`src/rtl/rtp_header_parser_unit_macros.svh`:
```
// ----------------------------------------------------------------------------
// RTP header parser assertion macros
// Shared concurrent assertion forms, reset-qualified on the active-low reset.
// ----------------------------------------------------------------------------
`ifndef RTP_HEADER_PARSER_UNIT_MACROS_SVH
`define RTP_HEADER_PARSER_UNIT_MACROS_SVH

// The consequent must hold in the same cycle as the antecedent.
`define RHP_ASSERT_SAME(label, clk, rst_n, ante, cons, msg) \
    label: assert property (@(posedge clk) disable iff (!rst_n) (ante) |-> (cons)) \
        else $error(msg);

// The consequent must hold in the cycle after the antecedent.
`define RHP_ASSERT_NEXT(label, clk, rst_n, ante, cons, msg) \
    label: assert property (@(posedge clk) disable iff (!rst_n) (ante) |=> (cons)) \
        else $error(msg);

`endif

```
`src/rtl/rhp_pkg.sv`:
```
// ----------------------------------------------------------------------------
// RTP header parser package
// Beat types, status codes, register indexes and constants.
// ----------------------------------------------------------------------------
package rhp_pkg;

    localparam int          LENGTH_BITS_DEF    = 16;
    localparam logic [6:0]  FIXED_HEADER_BYTES = 7'd12;

    localparam logic [1:0]  VERSION_RESET      = 2'd2;
    localparam logic [6:0]  CTRL_MIN_RESET     = 7'd72;
    localparam logic [6:0]  CTRL_MAX_RESET     = 7'd76;

    typedef enum logic [2:0] {
        ST_OK          = 3'd0,
        ST_BAD_VERSION = 3'd1,
        ST_EXTENSION   = 3'd2,
        ST_TOO_SHORT   = 3'd3,
        ST_CONTROL     = 3'd4,
        ST_BAD_PADDING = 3'd5
    } t_status;

    typedef enum logic [1:0] {
        REG_VERSION  = 2'd0,
        REG_CTRL_MIN = 2'd1,
        REG_CTRL_MAX = 2'd2
    } t_reg_idx;

    typedef struct packed {
        logic [7:0] data_byte;
        logic       last_byte;
    } t_rhp_in;

    typedef struct packed {
        t_status     status;
        logic        marker_bit;
        logic [6:0]  payload_kind;
        logic [15:0] seq_number;
        logic [31:0] time_stamp;
        logic [31:0] source_id;
        logic [3:0]  csrc_number;
        logic        padding_present;
        logic [6:0]  payload_offset;
        logic [15:0] payload_bytes;
        logic [15:0] frame_bytes;
    } t_rhp_out;

endpackage

```
`src/rtl/rtp_header_parser_unit.sv`:
```
// ----------------------------------------------------------------------------
// RTP header parser unit
// Parses the fixed RTP header from a byte stream and reports one result beat
// per packet, with status, header fields and payload and frame lengths.
// ----------------------------------------------------------------------------
// The final byte passes through the input register and then the result register;
// the result beat loads only when no earlier result still waits to be taken.
// Throughput: one byte per cycle; the input register and the result register
// are each a single stage, so a byte is taken every cycle unless a result waits.
// Reset: synchronous, active low; clears the byte counter, the captured header
// and both valid flags, and restores the configuration registers.
`include "rtp_header_parser_unit_macros.svh"

module rtp_header_parser_unit
    import rhp_pkg::*;
#(
    parameter int LENGTH_BITS = LENGTH_BITS_DEF
) (
    input  logic        i_clk,
    input  logic        i_rst_n,
    input  logic        i_valid,
    output logic        o_ready,
    input  t_rhp_in     i_data,
    output logic        o_valid,
    input  logic        i_ready,
    output t_rhp_out    o_result,
    input  logic        psel,
    input  logic        penable,
    input  logic        pwrite,
    input  logic [3:0]  paddr,
    input  logic [31:0] pwdata,
    output logic [31:0] prdata,
    output logic        pready
);

    localparam logic [LENGTH_BITS-1:0] COUNT_MAX = '1;

    logic [1:0]             r_exp_ver;
    logic [6:0]             r_ctl_min;
    logic [6:0]             r_ctl_max;

    logic                   r_in_vld;
    t_rhp_in                r_in;

    logic [LENGTH_BITS-1:0] r_count;
    logic [7:0]             r_hdr0;
    logic [7:0]             r_hdr1;
    logic [15:0]            r_seq;
    logic [31:0]            r_ts;
    logic [31:0]            r_ssrc;

    logic                   r_out_vld;
    t_rhp_out               r_out;

    logic                   advance;
    logic                   out_load;
    logic                   cfg_wr;
    t_reg_idx               reg_idx;

    logic [LENGTH_BITS-1:0] n_count;
    logic [7:0]             n_hdr0;
    logic [7:0]             n_hdr1;
    logic [15:0]            n_seq;
    logic [31:0]            n_ts;
    logic [31:0]            n_ssrc;
    logic [LENGTH_BITS-1:0] frame;
    logic [15:0]            frame16;
    logic [6:0]             offset;
    logic [15:0]            room;
    logic [7:0]             pad;
    logic [6:0]             ptype;
    t_rhp_out               n_out;

    assign advance  = r_in_vld && (!r_in.last_byte || !r_out_vld || i_ready);
    assign out_load = advance && r_in.last_byte;
    assign o_ready  = !r_in_vld || advance;
    assign o_valid  = r_out_vld;
    assign o_result = r_out;

    assign pready  = 1'b1;
    assign cfg_wr  = psel && penable && pwrite;
    assign reg_idx = t_reg_idx'(paddr[3:2]);

    always_comb begin
        unique case (reg_idx)
            REG_VERSION:  prdata = {30'd0, r_exp_ver};
            REG_CTRL_MIN: prdata = {25'd0, r_ctl_min};
            REG_CTRL_MAX: prdata = {25'd0, r_ctl_max};
            default:      prdata = 32'd0;
        endcase
    end

    always_ff @(posedge i_clk) begin
        if (!i_rst_n) begin
            r_exp_ver <= VERSION_RESET;
            r_ctl_min <= CTRL_MIN_RESET;
            r_ctl_max <= CTRL_MAX_RESET;
        end else if (cfg_wr) begin
            unique case (reg_idx)
                REG_VERSION:  r_exp_ver <= pwdata[1:0];
                REG_CTRL_MIN: r_ctl_min <= pwdata[6:0];
                REG_CTRL_MAX: r_ctl_max <= pwdata[6:0];
                default:      ;
            endcase
        end
    end

    always_comb begin
        n_hdr0 = r_hdr0;
        n_hdr1 = r_hdr1;
        n_seq  = r_seq;
        n_ts   = r_ts;
        n_ssrc = r_ssrc;
        if (r_count == LENGTH_BITS'(0)) begin
            n_hdr0 = r_in.data_byte;
        end else if (r_count == LENGTH_BITS'(1)) begin
            n_hdr1 = r_in.data_byte;
        end else if (r_count < LENGTH_BITS'(4)) begin
            n_seq = {r_seq[7:0], r_in.data_byte};
        end else if (r_count < LENGTH_BITS'(8)) begin
            n_ts = {r_ts[23:0], r_in.data_byte};
        end else if (r_count < LENGTH_BITS'(12)) begin
            n_ssrc = {r_ssrc[23:0], r_in.data_byte};
        end
        n_count = (r_count != COUNT_MAX) ? r_count + LENGTH_BITS'(1) : COUNT_MAX;
    end

    always_comb begin
        frame   = n_count;
        frame16 = 16'(frame);
        offset  = FIXED_HEADER_BYTES + {1'b0, n_hdr0[3:0], 2'b00};
        room    = frame16 - {9'd0, offset};
        pad     = n_hdr0[5] ? r_in.data_byte : 8'd0;
        ptype   = n_hdr1[6:0];

        n_out.marker_bit      = n_hdr1[7];
        n_out.payload_kind    = ptype;
        n_out.seq_number      = n_seq;
        n_out.time_stamp      = n_ts;
        n_out.source_id       = n_ssrc;
        n_out.csrc_number     = n_hdr0[3:0];
        n_out.padding_present = n_hdr0[5];
        n_out.payload_offset  = offset;
        n_out.frame_bytes     = frame16;
        n_out.payload_bytes   = 16'd0;

        if (n_hdr0[7:6] != r_exp_ver) begin
            n_out.status = ST_BAD_VERSION;
        end else if (n_hdr0[4]) begin
            n_out.status = ST_EXTENSION;
        end else if (frame16 < {9'd0, offset}) begin
            n_out.status = ST_TOO_SHORT;
        end else if (ptype >= r_ctl_min && ptype <= r_ctl_max) begin
            n_out.status = ST_CONTROL;
        end else if ({8'd0, pad} > room) begin
            n_out.status = ST_BAD_PADDING;
        end else begin
            n_out.status        = ST_OK;
            n_out.payload_bytes = room - {8'd0, pad};
        end
    end

    always_ff @(posedge i_clk) begin
        if (!i_rst_n) begin
            r_in_vld <= 1'b0;
        end else if (o_ready) begin
            r_in_vld <= i_valid;
        end
    end

    always_ff @(posedge i_clk) begin
        if (i_valid && o_ready) begin
            r_in <= i_data;
        end
    end

    always_ff @(posedge i_clk) begin
        if (!i_rst_n) begin
            r_count <= '0;
            r_hdr0  <= 8'd0;
            r_hdr1  <= 8'd0;
            r_seq   <= 16'd0;
            r_ts    <= 32'd0;
            r_ssrc  <= 32'd0;
        end else if (advance) begin
            if (r_in.last_byte) begin
                r_count <= '0;
                r_hdr0  <= 8'd0;
                r_hdr1  <= 8'd0;
                r_seq   <= 16'd0;
                r_ts    <= 32'd0;
                r_ssrc  <= 32'd0;
            end else begin
                r_count <= n_count;
                r_hdr0  <= n_hdr0;
                r_hdr1  <= n_hdr1;
                r_seq   <= n_seq;
                r_ts    <= n_ts;
                r_ssrc  <= n_ssrc;
            end
        end
    end

    always_ff @(posedge i_clk) begin
        if (!i_rst_n) begin
            r_out_vld <= 1'b0;
        end else if (out_load) begin
            r_out_vld <= 1'b1;
        end else if (i_ready) begin
            r_out_vld <= 1'b0;
        end
    end

    always_ff @(posedge i_clk) begin
        if (out_load) begin
            r_out <= n_out;
        end
    end

    `RHP_ASSERT_NEXT(a_count_cleared, i_clk, i_rst_n, out_load, r_count == '0,
                     "counter not cleared after final byte")
    `RHP_ASSERT_SAME(a_error_no_payload, i_clk, i_rst_n,
                     r_out_vld && r_out.status != ST_OK, r_out.payload_bytes == 16'd0,
                     "payload length set on error")
    `RHP_ASSERT_SAME(a_ok_fits, i_clk, i_rst_n, r_out_vld && r_out.status == ST_OK,
                     r_out.frame_bytes >= 16'(r_out.payload_offset) + r_out.payload_bytes,
                     "payload exceeds frame")
    `RHP_ASSERT_SAME(a_no_overwrite, i_clk, i_rst_n, r_out_vld && !i_ready, !out_load,
                     "result overwritten while stalled")

endmodule

```
`config.mk`:
```
export PLATFORM = sky130hd
export DESIGN_NAME = rtp_header_parser_unit
export DESIGN_NICKNAME = d
export VERILOG_FILES = /design/src/rtl/rhp_pkg.sv /design/src/rtl/rtp_header_parser_unit.sv
export VERILOG_INCLUDE_DIRS = /design/src /design/src/rtl
export SDC_FILE = /design/constraint.sdc
export NUM_CORES = 1
export LEC_CHECK = 0
export BUFFER_PORTS_ARGS = -buffer_cell sky130_fd_sc_hd__buf_2
export CAP_MARGIN = 20
export CELL_PAD_IN_SITES_DETAIL_PLACEMENT = 2
export CELL_PAD_IN_SITES_GLOBAL_PLACEMENT = 2
export CORE_MARGIN = 2
export CORE_UTILIZATION = 38
export CTS_BUF_LIST = sky130_fd_sc_hd__clkbuf_4 sky130_fd_sc_hd__clkbuf_8
export CTS_CLUSTER_DIAMETER = 80
export DETAILED_ROUTE_END_ITERATION = 7
export PLACE_DENSITY_LB_ADDON = 0.25
export SLEW_MARGIN = 20
export SYNTH_ARGS = -nofsm -noshare
export SYNTH_HDL_FRONTEND = slang
export SYNTH_SLANG_ARGS = --single-unit
export TNS_END_PERCENT = 1
```
`constraint.sdc`:
```
create_clock -name i_clk -period 8.9 [get_ports i_clk]
set_clock_uncertainty 0.1 [all_clocks]
set_input_delay 1.335 -clock i_clk [delete_from_list [all_inputs] [get_ports i_clk]]
set_output_delay 1.335 -clock i_clk [all_outputs]
set_load 0.1 [all_outputs]
```
==> flow_summary.yaml <==
timing:
  final_min_period_over_clock_period: 0.7385
  final_hold_viol_count: 0
  report.final.setup_viol: 0
  max_clock_freq_mhz: 152.1
  unrepaired_setup_endpoints_after_global_routing: "false"
  worst_slew_pin_slew_ps: 1064
  final.setup.tns_ps: 0
  hold_ws_ps: 381.9
  final.min_clock_period_ps: 6573
  drv_slew: 0
  maxSlewHeadroom: 0.2907
run:
  drv_cap: 0
critical_path:
  rrSetupSlack_ps: 2330
  largest_incremental_delay_on_the_critical_path_ps: 840
  crit_path_max_fanout: 17
  critPathRequiredTime_ps: 9080
  worstPathArrival_ps: 6750
  crit_path_cell_trace: "nor4_1 > and4_1 > mux2i_1 > ha_1 > or3_1 > ha_1 > or4b_1 > o22ai_1 > nand4_1 > nor3_2 > a21oi_1 > o311ai_1 > and4b_1 > nor4_1"
  critical_path_launch_point_type: "flop"
  timing.critical_path.to_type: "flop"
  timing.critical_path.slowest_stage_cell: "sky130_fd_sc_hd__and4b_1"
  worst-setup-path-type: "reg2reg"
run_status:
  status: "finished, final reports clean"
drt:
  dr.first_iter.drc_count: 493
  routed_via_density: 5.265
  wl_per_cell_um: 21.11
  route.antenna.remaining_nets: 0
  dr_total_vias: 8992
  finalWirelength_um: 36060
  drtPass1Iterations: 4
  route.detailed.drc: 0
yosys:
  synth-edff-count: 142
  most_repeated_cell_in_the_gate_level_netlist_after_synthesis: "sky130_fd_sc_hd__edfxtp_1"
  ys_seq_area_frac: 0.5446
  ys_seq_elements: 272
  avgSynthCellArea_um2: 11.88
  synth_ff_type: "sky130_fd_sc_hd__edfxtp_1"
  synth.yosys.warnings: 0
  synthesis.instances: 1061
  syn_area_um2: 12610
  post_synth_main_area_contributors: "sky130_fd_sc_hd__edfxtp_1 34%, sky130_fd_sc_hd__dfxtp_1 21%, sky130_fd_sc_hd__mux2_2 7.9%, sky130_fd_sc_hd__a22oi_1 6.1%, sky130_fd_sc_hd__nor2b_1 6.0%"
  yosys-top-cells-count: "142 x sky130_fd_sc_hd__edfxtp_1, 130 x sky130_fd_sc_hd__dfxtp_1, 121 x sky130_fd_sc_hd__nor2b_1, 102 x sky130_fd_sc_hd__a22oi_1, 89 x sky130_fd_sc_hd__mux2_2"
  synth_top_area_cell: "sky130_fd_sc_hd__edfxtp_1"
  share_of_synthesized_flip_flops_with_an_asynchronous_set_or_reset: 0
  synthDistinctLibCells: 63
  share_of_yosys_cell_area_claimed_by_the_top_area_cell_type: 0.3382
clock_network:
  post_cts_hold_buffer_count: 0
  cts_resized: 0
  tritoncts_clock_tree: "yes"
  cts_root_buffer: "sky130_fd_sc_hd__clkbuf_8"
  clock_latency_ps: 580
  number_of_clock_buffers_inserted_by_tritoncts: 48
  cts.reportedPaths.clkPinSlew_ps: 60
  numClockSinks: 272
  cts_htree_levels: 2
  clock_path_buffers: 3
  post_cts_buffers: 0
layout:
  count_of_placed_standard_cells_in_the_final_layout_fillers_left_out: 1708
  area.growth.synth_to_final_pct: 17.26
  insertedDiodeCount: 0
  final.fill_count: 3403
  drive_gt1_frac: 0.2994
  nNetsFinal: 1311
global_route:
  maximum_number_of_pins_on_one_net_before_global_route_repair: 98
  grt_antenna_before_repair: 0
  wire_length_of_the_first_global_routing_pass_um: 55200
  grt_usage: 0.2071
  overflow: 0
  via_count_of_the_first_global_routing_pass: 9514
floorplan:
  die_extent_in_y_um: 186.2
  placement_rows: 66
  number_of_top_level_pins: 222
  core_region_area_um2: 32620
  starting_density_of_the_core: 0.3866
  floorplan.die_area_um2: 34660
  fp.dieW_um: 186.2
placed_design:
  placement.io_buffers: 166
  dp.final_hpwl_um: 24130
  numPlacedInstances: 1619
  gp_congestion: 0.7833
min_path:
  min-delay-path-class: "reg2reg"
power:
  power.leakage_nw: 5.968
  ir_worst_vdd_mv: 0.09626
  power_density_nw_per_um2: 196.8
worst max-delay path: cells and delay by family (launching register included):
| kind | cells | cell delay [ps] |
|---|---|---|
| DFF | 1 | 350 |
| and+or+nand+nor | 8 | 3780 |
| adders and majority gates | 2 | 610 |
| muxes | 1 | 400 |
| AOI/OAI and AO/OA | 3 | 1010 |
layer usage:
metal / up-vias / global-route usage / part of all wire / wire (um)
met5: - / 0 / 0 / 0
met4: 0 / 0.05449 / 0.021 / 750
met3: 53 / 0.03271 / 0.046 / 1674
met2: 213 / 0.3502 / 0.49 / 17600
met1: 4551 / 0.2772 / 0.44 / 16040
li1: 4175 / - / - / -
per-stage QoR:
stage	power (mW)	instance area, um2	setup WS, ps	util
after global placement	1.687	13730	2438	0.4209
final	2.910	14790	2327	0.4533
after detailed placement	1.693	13730	2220	0.4209
after CTS	2.955	14780	2232	0.4532
after floorplan	1.637	12710	637.5	-
after global routing	3.033	14790	1662	0.4533
path summary, 6_finish.rpt:
path,from,endpoint,cells past startpoint
worst max register to register,r_count[12],o_result[21],14
worst min register to register,r_hdr0[7],r_hdr0[7],2
worst min-delay path,r_hdr0[7],r_hdr0[7],2
worst max-delay path,r_count[12],o_result[21],14
layout make-up:
cell class                 instances  area, um2  share of cell area
clock inverter                     9      87.58            0.005924
inverter                          41      153.9             0.01041
tap                              442      553.0             0.03740
multi-input combinational        684       5221              0.3531
timing repair buffer             180      939.7             0.06355
clock buffer                      80      963.4             0.06516
sequential                       272       6867              0.4644
state kept, by name, summed over array words and instances (netlist names), 7 cells and up:
register	count
r_ctl_max	7
r_count	16
r_seq	16
r_ssrc	32
r_ts	32
r_hdr1	8
o_result	133
r_ctl_min	7
r_in	9
r_hdr0	8
layout by cell type (no fill, tap or decap), types with 19 or more instances in the layout:
master / count
sky130_fd_sc_hd__dfxtp_1: 130
sky130_fd_sc_hd__mux2i_1: 22
sky130_fd_sc_hd__nand2_1: 42
sky130_fd_sc_hd__buf_2: 166
sky130_fd_sc_hd__ha_1: 30
sky130_fd_sc_hd__xnor2_1: 19
sky130_fd_sc_hd__mux2_2: 89
sky130_fd_sc_hd__inv_1: 41
sky130_fd_sc_hd__a22oi_1: 102
sky130_fd_sc_hd__conb_1: 28
sky130_fd_sc_hd__clkbuf_4: 22
sky130_fd_sc_hd__o21ai_0: 20
sky130_fd_sc_hd__edfxtp_1: 142
sky130_fd_sc_hd__nor2b_1: 121
sky130_fd_sc_hd__clkbuf_8: 58
report_power, final:
group	total, mW	internal [mW]	switching [mW]
sequential	1.34	1.33	0.0121
clock	1.24	0.716	0.528
combinational	0.321	0.0693	0.252
kinds of logic after synthesis:
family          Yosys count  share of synthesized area
flops                   272                     0.5446
buf+inv                 131                    0.05090
fa+ha+maj                34                    0.03463
mux                     112                    0.09803
other cells               2                  0.0005956
compound gates          203                     0.1189
simple gates            281                     0.1344
xor+xnor                 26                    0.01806
Power figures use the tool's default switching activity.
